--- src/hdl/clu_pkg.sv ---
// Shared types, constants and command/status structs of the Crout LU solver.
package clu_pkg;

    localparam int MAX_ORDER = 16;
    localparam int FRAC_BITS = 16;
    localparam int IDX_W     = $clog2(MAX_ORDER);
    localparam int SIZE_W    = 5;
    localparam int ADDR_W    = 2 * IDX_W;
    localparam int CNT_W     = IDX_W + 1;

    localparam logic [1:0] OP_LOAD_A = 2'd0;
    localparam logic [1:0] OP_LOAD_B = 2'd1;
    localparam logic [1:0] OP_SOLVE  = 2'd2;

    localparam logic [1:0] ST_OK    = 2'd0;
    localparam logic [1:0] ST_PIVOT = 2'd1;
    localparam logic [1:0] ST_SAT   = 2'd2;

    // Accumulator target of a dot product.
    typedef enum logic [1:0] {
        DST_MAT_PLAIN = 2'd0,   // M(r,c) = sat(M(r,c) - acc)
        DST_MAT_DIV   = 2'd1,   // M(r,c) = div(sat(M(r,c) - acc), M(i,i))
        DST_X_DIV     = 2'd2,   // x[j] = div(sat(b[j] - acc), M(j,j))
        DST_X_PLAIN   = 2'd3    // x[j] = sat(x[j] - acc)
    } dst_t;

    // One dot-product job: acc = sum over k in [k_lo, k_hi) of
    // A(r,k) * B(k,c), where B is the matrix or the x vector.
    typedef struct packed {
        logic              start;
        dst_t              dst;
        logic [IDX_W-1:0]  r;
        logic [IDX_W-1:0]  c;
        logic [CNT_W-1:0]  k_lo;
        logic [CNT_W-1:0]  k_hi;
        logic              clr_flags;
    } dp_cmd_t;

    typedef struct packed {
        logic done;
    } dp_sts_t;

    function automatic logic [31:0] sat32(input logic signed [63:0] v, output logic f);
        logic [31:0] res;
        f = 1'b0;
        if (v > 64'sh7FFFFFFF) begin
            res = 32'h7FFFFFFF; f = 1'b1;
        end else if (v < -64'sh80000000) begin
            res = 32'h80000000; f = 1'b1;
        end else begin
            res = v[31:0];
        end
        return res;
    endfunction

endpackage

--- src/hdl/clu_ctrl.sv ---
// Controller: sequences Crout factor, forward and back substitution, and output.
module clu_ctrl (
    input  logic                       aclk,
    input  logic                       aresetn,
    input  logic                       solve_start,
    input  logic [clu_pkg::SIZE_W-1:0] matrix_size,
    output clu_pkg::dp_cmd_t           cmd,
    input  clu_pkg::dp_sts_t           sts,
    output logic                       busy,
    output logic [clu_pkg::IDX_W-1:0]  xrd_idx,
    output logic                       emit,
    output logic                       emit_last,
    input  logic                       emit_taken
);
    import clu_pkg::*;

    typedef enum logic [2:0] {
        C_IDLE, C_ISSUE, C_WAIT, C_OUT_RD, C_OUT_RD2, C_OUT
    } cstate_t;

    typedef enum logic [2:0] {
        P_DIAG, P_COL, P_ROW, P_FWD, P_BWD
    } phase_t;

    cstate_t          st_reg;
    phase_t           ph_reg;
    logic [CNT_W-1:0] n_reg;
    logic [CNT_W-1:0] i_reg, j_reg;
    dp_cmd_t          cmd_reg;
    logic             first_reg;

    logic [CNT_W-1:0] n_eff;
    always_comb begin
        if (matrix_size == '0) n_eff = CNT_W'(1);
        else if (matrix_size > SIZE_W'(MAX_ORDER)) n_eff = CNT_W'(MAX_ORDER);
        else n_eff = CNT_W'(matrix_size);
    end

    always_ff @(posedge aclk) begin
        if (!aresetn) begin
            st_reg        <= C_IDLE;
            cmd_reg.start <= 1'b0;
        end else begin
            cmd_reg.start <= 1'b0;
            case (st_reg)
                C_IDLE: if (solve_start) begin
                    n_reg     <= n_eff;
                    ph_reg    <= P_DIAG;
                    i_reg     <= '0;
                    j_reg     <= '0;
                    first_reg <= 1'b1;
                    st_reg    <= C_ISSUE;
                end
                C_ISSUE: begin
                    // Skip empty column/row phases and advance the sweep.
                    if ((ph_reg == P_COL || ph_reg == P_ROW) && j_reg >= n_reg) begin
                        if (ph_reg == P_COL) begin
                            ph_reg <= P_ROW; j_reg <= i_reg + CNT_W'(1);
                        end else if (i_reg + CNT_W'(1) >= n_reg) begin
                            ph_reg <= P_FWD; j_reg <= '0;
                        end else begin
                            ph_reg <= P_DIAG; i_reg <= i_reg + CNT_W'(1);
                        end
                    end else if (ph_reg == P_FWD && j_reg >= n_reg) begin
                        ph_reg <= P_BWD; j_reg <= n_reg - CNT_W'(1);
                    end else if (ph_reg == P_BWD && j_reg == '0) begin
                        j_reg <= '0; st_reg <= C_OUT_RD;
                    end else begin
                        cmd_reg.start     <= 1'b1;
                        cmd_reg.clr_flags <= first_reg;
                        first_reg         <= 1'b0;
                        case (ph_reg)
                            P_DIAG: begin
                                cmd_reg.dst <= DST_MAT_PLAIN;
                                cmd_reg.r <= i_reg[IDX_W-1:0]; cmd_reg.c <= i_reg[IDX_W-1:0];
                                cmd_reg.k_lo <= '0; cmd_reg.k_hi <= i_reg;
                            end
                            P_COL: begin
                                cmd_reg.dst <= DST_MAT_PLAIN;
                                cmd_reg.r <= j_reg[IDX_W-1:0]; cmd_reg.c <= i_reg[IDX_W-1:0];
                                cmd_reg.k_lo <= '0; cmd_reg.k_hi <= i_reg;
                            end
                            P_ROW: begin
                                cmd_reg.dst <= DST_MAT_DIV;
                                cmd_reg.r <= i_reg[IDX_W-1:0]; cmd_reg.c <= j_reg[IDX_W-1:0];
                                cmd_reg.k_lo <= '0; cmd_reg.k_hi <= i_reg;
                            end
                            P_FWD: begin
                                cmd_reg.dst <= DST_X_DIV;
                                cmd_reg.r <= j_reg[IDX_W-1:0]; cmd_reg.c <= j_reg[IDX_W-1:0];
                                cmd_reg.k_lo <= '0; cmd_reg.k_hi <= j_reg;
                            end
                            default: begin
                                cmd_reg.dst <= DST_X_PLAIN;
                                cmd_reg.r <= IDX_W'(j_reg - CNT_W'(1));
                                cmd_reg.c <= IDX_W'(j_reg - CNT_W'(1));
                                cmd_reg.k_lo <= j_reg; cmd_reg.k_hi <= n_reg;
                            end
                        endcase
                        st_reg <= C_WAIT;
                    end
                end
                C_WAIT: if (sts.done) begin
                    st_reg <= C_ISSUE;
                    case (ph_reg)
                        P_DIAG:  begin ph_reg <= P_COL; j_reg <= i_reg + CNT_W'(1); end
                        P_FWD:   j_reg <= j_reg + CNT_W'(1);
                        P_BWD:   j_reg <= j_reg - CNT_W'(1);
                        default: j_reg <= j_reg + CNT_W'(1);
                    endcase
                end
                C_OUT_RD:  st_reg <= C_OUT_RD2;
                C_OUT_RD2: st_reg <= C_OUT;
                C_OUT: if (emit_taken) begin
                    if (j_reg + CNT_W'(1) >= n_reg) st_reg <= C_IDLE;
                    else begin
                        j_reg <= j_reg + CNT_W'(1); st_reg <= C_OUT_RD;
                    end
                end
                default: st_reg <= C_IDLE;
            endcase
        end
    end

    assign cmd       = cmd_reg;
    assign busy      = (st_reg != C_IDLE);
    assign xrd_idx   = j_reg[IDX_W-1:0];
    assign emit      = (st_reg == C_OUT);
    assign emit_last = (j_reg + CNT_W'(1) >= n_reg);

    a_cmd_idle: assert property (@(posedge aclk) disable iff (!aresetn)
        cmd_reg.start |-> st_reg == C_WAIT)
        else $error("command issued outside wait");
    a_out_range: assert property (@(posedge aclk) disable iff (!aresetn)
        st_reg == C_OUT |-> j_reg < n_reg)
        else $error("output index beyond order");
    a_done_wait: assert property (@(posedge aclk) disable iff (!aresetn)
        sts.done |-> st_reg == C_WAIT)
        else $error("datapath done while not waiting");
endmodule

--- config.mk ---
export PLATFORM = sky130hd
export DESIGN_NAME = clu_ctrl
export DESIGN_NICKNAME = d
export VERILOG_FILES = /design/src/hdl/clu_pkg.sv /design/src/hdl/clu_ctrl.sv
export SDC_FILE = /design/constraint.sdc
export NUM_CORES = 1
export LEC_CHECK = 0
export ABC_AREA = 1
export BUFFER_PORTS_ARGS = -buffer_cell sky130_fd_sc_hd__buf_2
export CELL_PAD_IN_SITES_DETAIL_PLACEMENT = 1
export CELL_PAD_IN_SITES_GLOBAL_PLACEMENT = 1
export CORE_ASPECT_RATIO = 2
export CORE_MARGIN = 8
export CORE_UTILIZATION = 47
export CTS_CLUSTER_SIZE = 10
export DETAILED_ROUTE_END_ITERATION = 10
export PLACE_DENSITY_LB_ADDON = 0.1
export SYNTH_ARGS = -nofsm -noshare
export SYNTH_HDL_FRONTEND = slang
export SYNTH_SLANG_ARGS = --single-unit
export TNS_END_PERCENT = 30
--- constraint.sdc ---
create_clock -name aclk -period 9 [get_ports aclk]
set_input_delay 1.8 -clock aclk [delete_from_list [all_inputs] [get_ports aclk]]
set_output_delay 1.8 -clock aclk [all_outputs]
set_load 0.02 [all_outputs]
# After elaboration in Yosys (flattened, before gate mapping)

Cells that the tools add are included.

Bits of input ports: 10
Flip-flop bits (word level): 44
Logic and storage cells: 110
Output and inout port bits: 29

Eq/ne operators: 23
Muxes and demuxes: 39
$lt $le $gt $ge: 4
Add/subtract/negate cells: 4
Reduce and logical (&&, ||, !) cells: 21
Bitwise operators: 5

Operators by type and width:

| operator                                              | number |
|---|---|
| case mux 20 bit (4 select lines)                      | 1 |
| 2-to-1 mux 5 bit                                      | 13 |
| 2-to-1 mux 3 bit                                      | 10 |
| 2-to-1 mux 22 bit                                     | 1 |
| inequality test 2 bit (second input constant)         | 10 |
| case mux 5 bit (2 select lines)                       | 2 |
| case mux 5 bit (4 select lines)                       | 1 |
| case mux 3 bit (6 select lines)                       | 1 |
| AND reduction 6 bit                                   | 3 |
| greater-or-equal comparator 5 bit                     | 3 |
| equality test 3 x 2 -> 1 bit (second input constant)  | 4 |
| adder 5 x 1 -> 5 bit (second input constant)          | 2 |
| zero test 5 bit                                       | 2 |
| AND reduction 5 bit                                   | 2 |
| subtractor 5 x 1 -> 5 bit (second input constant)     | 2 |
| equality test 3 bit (second input constant)           | 3 |
| case mux 3 bit (3 select lines)                       | 1 |
| inequality test 4 bit (second input constant)         | 2 |
| AND reduction 8 bit                                   | 1 |
| equality test 3 x 1 -> 1 bit (second input constant)  | 2 |
| zero test 3 bit                                       | 2 |
| 2-to-1 mux 2 bit                                      | 3 |
| nonzero test 3 bit                                    | 2 |
| greater-than comparator 5 bit (second input constant) | 1 |
| other kinds (12)                                      | 22 |

# Longest topological paths before layout

Gate-level depths: netlist (run 1).

Word-level depth: 6
Mapped depth: 13
Gate-level depth less buffers: 13

# Worst setup path before layout (run 1)

Ideal clock, no wire load.

Path kind: register -> output
Start point: register j_reg[0]
End point: output port emit_last
Stages on the path, launching flop included: 7
Path slack: 5.516 ns
Arrival time: 1.684 ns
Buffers on the path: 0
Cell sequence: edfxtp_1 -> clkinv_1 -> ha_1 -> ha_1 -> a21boi_0 -> o21bai_1 -> nand2_1

Cells in the longest elaborated chain, start to end: 2

RTL lines:

| what                              | line            | text |
|---|---|---|
| from (decl)                       | clu_ctrl.sv:28  | `logic [CNT_W-1:0] i_reg, j_reg;` |
| from (signal assigned)            | clu_ctrl.sv:107 | `P_FWD: j_reg <= j_reg + CNT_W'(1);` |
| from (signal assigned)            | clu_ctrl.sv:108 | `P_BWD: j_reg <= j_reg - CNT_W'(1);` |
| from (signal assigned)            | clu_ctrl.sv:109 | `default: j_reg <= j_reg + CNT_W'(1);` |
| adder 5 x 1 -> 5 bit              | clu_ctrl.sv:129 | `assign emit_last = (j_reg + CNT_W'(1) >= n_reg);` |
| greater-or-equal comparator 5 bit | clu_ctrl.sv:129 |  |
| to (decl)                         | clu_ctrl.sv:12  | `output logic emit_last,` |

Every way passes these cells.

# Worst setup path in the final report (run 1)

Ends and elaborated chain as after synthesis.

==> summary.txt, run 1 <==
Status
  – Status: finished clean

Synthesis
  – Sequential fraction of the synthesis area: 44.1%
  – Area of the mapped netlist: 2910 sq um
  – Mapped Nets: 354
  – Post-Syn Area per Cell: 8.99 sq um
  – Post-Synth Adder-Cell Area: 9.04%
  – Main combinational cell family by area after synthesis: simple AND/OR/NAND/NOR gates
  – Syn Inst Count: 323
  – Compound-Gate Fraction of Synth Area: 12.4%
  – Yosys cell types: 37
  – Seq cells post-synth: 44
  – Simple-gate share of the synthesized area: 22.0%
  – Synthesis Warnings: 0
  – Post-synthesis mux area share: 0%
  – Synth Area in XOR/XNOR: 3.01%

Setup path
  – RR Endpoint: cmd[6]
  – Max incr delay on CP: 0.49 ns
  – R2R cell count: 9
  – Most used cell, CP: ha_1
  – Buf/Inv on CP: 2
  – Crit-path slowest cell: edfxtp_1
  – WS Path Type: flop to output pin
  – Largest delay share family, worst path: adder cells
  – R2r startpoint: j_reg[0]
  – CP Launch Type: flop
  – Critical Path RT: 7.20 ns
  – Critical Path Fanout Max: 9
  – Cells along the critical path: clkinv_1 -> ha_1 -> ha_1 -> a21boi_0 -> o21bai_1 -> nand2_1 -> buf_2
  – Crit. End Element: output pin
  – Critical path data arrival time: 2.44 ns
  – Reg-to-reg setup timing slack: 5.79 ns

Power and ir drop
  – Total Power: 1.11 mW
  – Pwr Density: 339 nW/um^2
  – Lkg Pwr: 1.53 nW
  – Worst VDD drop: 154 uV

STA
  – Slew @ Worst Pin: 0.982 ns
  – Hold Violations, Final: 0
  – Final setup fails: 0
  – Slew margin rel.: 34.5%
  – Clock period minus worst slack: 4.24 ns
  – Setup tns final: 0 ns
  – Max frequency: 236 MHz
  – Fin crit share: 47.1%
  – Final Skew: 0.00721 ns
  – Slew Viols, Final: 0
  – RSZ-0062 raised after global routing: false

Placement
  – Port bufs: 38
  – DP HPWL: 6940 microns
  – Placed inst area: 3130 sq um
  – Placer Congestion: 0.931

Clock network
  – Post-CTS resize count: 0
  – CTS Root Cell: clkbuf_16
  – Cts bufs inserted: 5
  – Postcts setup bufs: 0
  – Later-pin clock latency in the skew report: 0.30 ns
  – Htree depth: 2
  – CTS max path bufs: 2
  – Clock Pin Slew Worst Setup and Hold Paths: 0.06 ns
  – CTS tree: built
  – Post-CTS Hold Buffers: 0
  – Sink Count: 44

Cells and area
  – Layout cells sized above 1: 19.3%
  – # fillers: 726
  – Final net count: 392
  – Reg area: 1280 sq um
  – Max reg flops: 22
  – Cell area after layout: 3280 sq um
  – Multi-input logic area: 1360 sq um
  – Inserted Diodes: 0
  – Synthesis-to-layout area growth: 12.8%
  – Core Util, Final: 54.6%

Floorplan
  – Die area: 9110 sq um
  – Starting Density: 48.4%
  – IO Pins: 39
  – CORE AREA: 6010 sq um
  – Die X: 71.6 microns
  – # rows: 40
  – Die height: 127 microns

Min path
  – Hold/Removal Path Class: flop to flop
  – WHS Endpoint: cmd[0]
  – Hold Crit Depth: 0
  – Min-delay src: first_reg

Global route
  – Vias in the first global route: 2674
  – Largest net degree at the start of global routing: 22
  – Total GRT Usage: 19.6%
  – Aggregate global routing overflow: 0
  – First-pass GRT wire length: 13400 microns
  – Antenna violations before repair: 0

Job
  – Max_cap viols: 0

Drt
  – DRT iter0 DRCs: 158
  – Via count: 2449
  – Antenna-violating nets left: 0
  – Post-DR wirelength/cell: 20.1 microns
  – Total wire length: 8530 microns
  – DRC: 0
  – Vias per cell: 5.76
  – 1st-pass router iterations: 6
## worst max-delay path by stage
| stage | end | from | cells past startpoint |
|---|---|---|---|
| finish | emit_last | j_reg[0] | 7 |
| global route | emit_last | j_reg[0] | 7 |
| CTS | emit_last | j_reg[0] | 7 |
| detailed placement | emit_last | j_reg[0] | 7 |
| global placement | emit_last | j_reg[0] | 7 |
| floorplan | emit_last | j_reg[0] | 6 |
## cell usage in the layout (no fill, tap or decap), types with 5 or more instances in the layout
master	instances
a21oi_1	14
a22oi_1	8
buf_2	38
clkbuf_16	5
edfxtp_1	40
ha_1	21
inv_1	53
inv_2	6
nand2_1	62
nand3_1	19
nor2_1	24
o211ai_1	10
o21ai_0	9
xor2_1	9
## cell type report
type | count | share of cell area (%)
well taps | 63 | 2.41
multi-input cells | 212 | 41.4
repair buffers | 38 | 5.80
inverters | 60 | 6.87
clock inverters | 1 | 0.115
flip-flops and latches | 44 | 39.1
clock buffers | 7 | 4.35
## metal layers
metal	wire length, microns	up-vias	GRT usage (%)
met1	2750	1175	16.6
met2	4850	84	37.5
met4	473	0	15.5
li1	-	1164	-
met5	0	-	0
met3	448	26	4.23
## per-stage QoR
stage	instances	setup WS (ns)	hold slack, ns
final	425	4.76	0.449
after CTS	425	4.76	0.441
after floorplan	323	5.52	0.400
after global routing	425	4.62	0.448
after global placement	417	5.24	0.423
after detailed placement	417	5.14	0.427
## cells in the mapped netlist, drive strengths merged
master   count  area (sq um)
nor4         1          6.26
buf          7          46.3
o21bai       2          15.0
xnor2        1          8.76
nand4        3          18.8
nand2       66           263
dfxtp        4          80.1
ha          21           263
nor3         2          21.3
nand3       24           160
a21boi       1          7.51
nor2        32           171
inv         59           221
o221ai       1          8.76
o2bb2ai      1          8.76
a22oi        8          60.1
o211ai      11          87.6
a21oi       15          86.3
a21o         1          7.51
xor2         9          78.8
o2111ai      4          35.0
o21ai        9          45.0
edfxtp      40          1200
clkinv       1          3.75
## power breakdown
part	internal, mW	switching, mW
logic	0.168	0.383
registers	0.315	0.0610
clock network	0.110	0.0754
total	0.592	0.520
## logic make-up after synthesis
group / Yosys count
AO/OA/AOI/OAI: 53
flip-flops: 44
XOR/XNOR: 10
adder cells (fa/ha/maj): 21
AND/OR/NAND/NOR: 128
buffers and inverters: 67
No activity file was read; power rests on OpenSTA's default activity.
==> run 2: changes to the inputs <==
--- a/config.mk
+++ b/config.mk
@@ -11,7 +11,7 @@
 export CELL_PAD_IN_SITES_GLOBAL_PLACEMENT = 1
 export CORE_ASPECT_RATIO = 2
 export CORE_MARGIN = 8
-export CORE_UTILIZATION = 47
+export CORE_UTILIZATION = 44
 export CTS_CLUSTER_SIZE = 10
 export DETAILED_ROUTE_END_ITERATION = 10
 export PLACE_DENSITY_LB_ADDON = 0.1
==> constraint.sdc (replaced) <==
create_clock -name aclk -period 4.09 [get_ports aclk]
set_input_delay 0.818 -clock aclk [delete_from_list [all_inputs] [get_ports aclk]]
set_output_delay 0.818 -clock aclk [all_outputs]
set_load 0.02 [all_outputs]
==> summary.txt, run 2 (synthesized netlist as in run 1, its figures left out) <==
Power and ir drop
  – Total Power: 2.49 mW (+120%)
  – Lkg Pwr: 1.54 nW (+0.90%)
  – Internal power: 1.35 mW (+130%)
  – Comb power frac: 48.6% (-1.0 points)
  – Pwr Density: 747 nW/um^2 (+120%)
  – Seq pwr share: 33.0% (-0.8 points)
  – Sw Share: 45.8% (-0.90 points)
  – NetSw: 1.14 mW (+120%)
  – Worst VDD drop: 297 uV (+93%)
  – Clock share of power: 18.3% (+1.7 points)

Placement
  – Placer Congestion: 0.987 (+6.0%)
  – DP HPWL: 6880 microns (-0.88%)
  – Port bufs: 38 (unchanged)

Setup path
  – Setup crit start: j_reg[0]
  – Critical Path Fanout Max: 9 (unchanged)
  – Critical Path RT: 3.27 ns (-3.93 ns)
  – Most used cell, CP: ha_1
  – Critical path data arrival time: 2.34 ns (-0.10 ns)
  – Crit-path slowest cell: edfxtp_1
  – Cells along the critical path: clkinv_1 -> ha_1 -> ha_1 -> a21boi_0 -> o21bai_1 -> nand2_1 -> buf_2
  – CP Launch Type: flop
  – R2r startpoint: i_reg[0]
  – Max incr delay on CP: 0.48 ns (about the same)
  – WS Path Type: flop to output pin
  – Crit. End Element: output pin

Clock network
  – CTS tree: built
  – Later-pin clock latency in the skew report: 0.29 ns (about the same)
  – Sink Count: 44 (unchanged)
  – Postcts setup bufs: 0 (unchanged)
  – Post-CTS Hold Buffers: 0 (unchanged)
  – Cts bufs inserted: 5 (unchanged)
  – Post-CTS resize count: 0 (unchanged)
  – Clock Pin Slew Worst Setup and Hold Paths: 0.06 ns (about the same)
  – Htree depth: 2 (unchanged)
  – CTS Root Cell: clkbuf_16
  – CTS max path bufs: 2 (unchanged)

Global route
  – First-pass GRT wire length: 13600 microns (+1.4%)
  – Aggregate global routing overflow: 0 (unchanged)
  – Largest net degree at the start of global routing: 22 (unchanged)
  – Vias in the first global route: 2648 (-0.97%)
  – Total GRT Usage: 19.1% (-0.51 points)
  – Antenna violations before repair: 0 (unchanged)

STA
  – Setup tns final: 0 ns (unchanged)
  – Slew @ Worst Pin: 0.798 ns (-0.184 ns)
  – Fin crit share: 77.3%
  – Hold Violations, Final: 0 (unchanged)
  – Slew margin rel.: 46.8% (+12 points)
  – Final Skew: 0.00679 ns (-0.000418 ns)
  – Slew Viols, Final: 0 (unchanged)
  – Max frequency: 316 MHz
  – Clock period minus worst slack: 3.16 ns
  – RSZ-0062 raised after global routing: false
  – Final setup fails: 0 (unchanged)

Drt
  – Post-DR wirelength/cell: 18.6 microns (-7.2%)
  – DRC: 0 (unchanged)
  – Antenna-violating nets left: 0 (unchanged)
  – Vias per cell: 5.43 (-5.7%)
  – DRT iter0 DRCs: 146 (-7.6%)
  – 1st-pass router iterations: 4 (-2)
  – Via count: 2451 (+0.082%)
  – Total wire length: 8400 microns (-1.5%)

Cells and area
  – Final net count: 393 (+0.26%)
  – Max reg flops: 22 (unchanged)
  – Synthesis-to-layout area growth: 14.8%
  – Layout cells sized above 1: 19.8% (+0.50 points)
  – Most frequent cells in the layout: nand2_1 (62), inv_1 (53), edfxtp_1 (40), buf_2 (38), nor2_1 (25)
  – Inserted Diodes: 0 (unchanged)
  – Most common cell after layout, fill and taps aside: nand2_1

Floorplan
  – # rows: 42 (+5.0%)
  – CORE AREA: 6520 sq um (+8.5%)
  – Die height: 131 microns (+2.9%)
  – IO Pins: 39 (unchanged)
  – Die X: 73.5 microns (+2.6%)
  – Starting Density: 44.6% (-3.8 points)
  – Die area: 9620 sq um (+5.6%)

Status
  – Status: finished clean

Job
  – Max_cap viols: 0 (unchanged)

Min path
  – Hold/Removal Path Class: flop to flop
  – Min-delay src: first_reg
[run 2: changes by cell type in the layout (fill, tap and decap cells not counted), sizes merged]
cell      previous run  this run
clkbuf               7         5
buf                 38        39
bufinv               0         1
clkinvlp             0         1
[run 2: path summary, 6_finish.rpt]
| kind | end | slack, ns | cells after the start |
|---|---|---|---|
| setup / recovery | emit_last | 0.93 | 7 |
| hold / removal | cmd[0] | 0.43 | 0 |
| setup reg to reg | i_reg[4] | 0.96 | 11 |
| hold reg to reg | cmd[0] | 0.43 | 0 |
[run 2: power groups by stage]
| stage | clock network, mW | logic (mW) | registers [mW] |
|---|---|---|---|
| after floorplan | 0 | 0.838 | 0.836 |
| after global placement | 0 | 1.18 | 0.825 |
| after detailed placement | 0 | 1.21 | 0.833 |
| after CTS | 0.464 | 1.22 | 0.824 |
| after global routing | 0.476 | 1.34 | 0.843 |
| final | 0.457 | 1.21 | 0.824 |
[run 2: worst max-delay path: cells and delay by family, from the launching register on]
kind | cells | cell delay [ns]
compound gates | 2 | 0.32
fa+ha+maj | 2 | 0.70
buf+inv | 2 | 0.47
simple gates | 1 | 0.07
flops | 1 | 0.48
[run 2: metal layers]
layer | vias to the layer above | wire length (microns) | part of all wire (%) | GRT usage [%]
met5 | - | 0 | 0 | 0
met4 | 0 | 359 | 4.3 | 13.2
met3 | 21 | 383 | 4.6 | 3.06
met2 | 69 | 4730 | 56 | 35.2
met1 | 1191 | 2930 | 35 | 18.5
li1 | 1170 | - | - | -
[run 2: through the flow]
step | instance area, sq um | hold slack, ns | cells | setup slack, ns | utilization (%)
2_1_floorplan | 2910 | 0.400 | 323 | 1.18 | -
3_3_place_gp | 3170 | 0.406 | 443 | 1.28 | 48.6
3_5_place_dp | 3170 | 0.417 | 443 | 1.14 | 48.6
4_1_cts | 3330 | 0.432 | 451 | 0.931 | 51.2
5_1_grt | 3330 | 0.439 | 451 | 0.773 | 51.2
6_report | 3330 | 0.428 | 451 | 0.928 | 51.2
[run 2: area by class of cell]
class | instances | area, sq um
clock buffer | 5 | 125
timing repair buffer | 39 | 198
fill | 815 | 3180
multi-input combinational | 212 | 1350
tap | 88 | 110
clock inverter | 3 | 42.5
sequential | 44 | 1280
inverter | 60 | 225
==> run 3: changes to the inputs <==
--- a/config.mk
+++ b/config.mk
@@ -11,7 +11,7 @@
 export CELL_PAD_IN_SITES_GLOBAL_PLACEMENT = 1
 export CORE_ASPECT_RATIO = 2
 export CORE_MARGIN = 8
-export CORE_UTILIZATION = 44
+export CORE_UTILIZATION = 40
 export CTS_CLUSTER_SIZE = 10
 export DETAILED_ROUTE_END_ITERATION = 10
 export PLACE_DENSITY_LB_ADDON = 0.1
==> constraint.sdc (replaced) <==
create_clock -name aclk -period 2.68 [get_ports aclk]
set_input_delay 0.536 -clock aclk [delete_from_list [all_inputs] [get_ports aclk]]
set_output_delay 0.536 -clock aclk [all_outputs]
set_load 0.02 [all_outputs]
==> summary.txt, run 3 (synthesized netlist as in run 1, its figures left out) <==
Min path
  – Hold Crit Depth: 0 (unchanged)
  – Min-delay src: first_reg
  – Hold/Removal Path Class: flop to flop

Floorplan
  – IO Pins: 39 (unchanged)
  – CORE AREA: 7160 sq um (+9.8%)
  – Die height: 137 microns (+4.3%)
  – Starting Density: 40.6% (-4.0 points)
  – # rows: 44 (+4.8%)
  – Die X: 76.3 microns (+3.8%)
  – Die area: 10400 sq um (+8.3%)

Placement
  – Pre-CTS setup slack: -0.0277 ns (-1.17 ns)
  – Placed inst area: 3290 sq um (+4.0%)
  – Port bufs: 38 (unchanged)
  – Placer Congestion: 0.885 (-10%)
  – DP HPWL: 6880 microns (about the same)

Cells and area
  – Most common cell after layout, fill and taps aside: nand2_1
  – Inserted Diodes: 0 (unchanged)
  – # fillers: 875 (+7.4%)
  – Cell area after layout: 3620 sq um (+8.5%)
  – Final net count: 418 (+6.4%)
  – Layout cells sized above 1: 28.4% (+8.5 points)
  – Synthesis-to-layout area growth: 24.5%
  – Most frequent cells in the layout: nand2_1 (61), inv_1 (51), edfxtp_1 (40), buf_2 (37), buf_4 (25)
  – Max reg flops: 22 (unchanged)

Power and ir drop
  – Lkg Pwr: 1.67 nW (+8.1%)
  – Pwr Density: 1150 nW/um^2 (+54%)
  – Worst VDD drop: 477 uV (+60%)
  – Total Power: 4.16 mW (+67%)

Setup path
  – Most used cell, CP: nand3_1
  – R2r startpoint: j_reg[1]
  – Critical Path Fanout Max: 4 (-5)
  – Buf/Inv on CP: 2 (unchanged)
  – Crit-path slowest cell: edfxtp_1
  – Largest delay share family, worst path: adder cells
  – R2R cell count: 12 (+1)
  – Cells along the critical path: ha_2 -> nand3_1 -> xor2_1 -> inv_2 -> ha_4 -> nand3_1 -> o21bai_4 -> nand2_2 -> buf_6
  – Crit. End Element: output pin
  – Critical Path RT: 2.14 ns (-1.13 ns)
  – Setup crit start: j_reg[1]
  – Cell count along the critical path: 9 (+2)
  – WS Path Type: flop to output pin
  – Max incr delay on CP: 0.47 ns (about the same)
  – Critical path data arrival time: 2.13 ns (-0.21 ns)
  – CP Launch Type: flop

Global route
  – Largest net degree at the start of global routing: 22 (unchanged)
  – Aggregate global routing overflow: 0 (unchanged)
  – Met2 Track Usage GR: 32.7% (-2.6 points)
  – GRT met3 Usage: 3.42% (+0.36 points)
  – Global route hottest layer: met2
  – First-pass GRT wire length: 14100 microns (+3.1%)
  – Met1 Use GR: 16.6% (-2.0 points)
  – Antenna violations before repair: 0 (unchanged)
  – Total GRT Usage: 17.3% (-1.9 points)
  – Vias in the first global route: 2798 (+5.7%)

STA
  – Fin crit share: 99.4%
  – Final setup fails: 0 (unchanged)
  – Hold Violations, Final: 0 (unchanged)
  – Slew margin rel.: 61.7% (+15 points)
  – Slew Viols, Final: 0 (unchanged)
  – Slew @ Worst Pin: 0.572 ns (-0.226 ns)
  – RSZ-0062 raised after global routing: true
  – Final Skew: 0.00648 ns (-0.000306 ns)
  – Setup WS post-layout: 0.0161 ns (-0.912 ns)
  – Max frequency: 375 MHz
  – Hold slack: 0.424 ns (-0.00452 ns)
  – Clock period minus worst slack: 2.66 ns

Drt
  – 1st-pass router iterations: 4 (unchanged)
  – DRT iter0 DRCs: 135 (-7.5%)
  – Vias per cell: 5.27 (-3.0%)
  – Via count: 2531 (+3.3%)
  – DRC: 0 (unchanged)
  – Total wire length: 8810 microns (+4.9%)
  – Antenna-violating nets left: 0 (unchanged)
  – Post-DR wirelength/cell: 18.4 microns (-1.4%)

Clock network
  – Cts bufs inserted: 5 (unchanged)
  – CTS Root Cell: clkbuf_16
  – Post-CTS Hold Buffers: 0 (unchanged)
  – Later-pin clock latency in the skew report: 0.30 ns (about the same)
  – CTS max path bufs: 2 (unchanged)
  – Clock Pin Slew Worst Setup and Hold Paths: 0.06 ns (about the same)
  – Sink Count: 44 (unchanged)
  – CTS tree: built
  – Htree depth: 2 (unchanged)

Job
  – Max_cap viols: 0 (unchanged)

Status
  – Status: finished clean
run 3: path summary, 6_finish.rpt:
path / to / slack (ns)
worst min register to register: cmd[0] / 0.42
worst max-delay path: emit_last / 0.02
worst min-delay path: cmd[0] / 0.42
worst max register to register: j_reg[1] / 0.06
run 3: metrics by stage:
step,util (%),setup TNS [ns],std cells
after global placement,46.0,0,461
after detailed placement,46.0,-0.138,461
final,50.6,0,480
after floorplan,-,0,323
after global routing,50.6,-0.189,480
after CTS,49.2,0,474
run 3: final cells by class:
type / instances / area [sq um] / area share (%)
inverter: 60 / 231 / 6.40
multi-input combinational: 212 / 1420 / 39.3
clock inverter: 2 / 35.0 / 0.968
tap: 92 / 115 / 3.18
clock buffer: 6 / 129 / 3.56
timing repair buffer: 64 / 404 / 11.2
sequential: 44 / 1280 / 35.4
run 3: per-layer routing:
layer  wire length (microns)  share of wire, %
met1                    3230                37
met2                    4890                56
met3                     320               3.6
met4                     363               4.1
met5                       0                 0
run 3: report_power, final:
part / switching [mW] / internal [mW]
Clock: 0.270 / 0.439
Sequential: 0.137 / 1.05
Combinational: 1.44 / 0.816
run 3: repair_timing:
action / in CTS / in global routing
gates resized for setup: 6 / 11
endpoints found under the hold margin: 0 / 0
endpoints found under the setup margin: 11 / 11
pin swaps: 0 / 7
setup buffers: 5 / 6
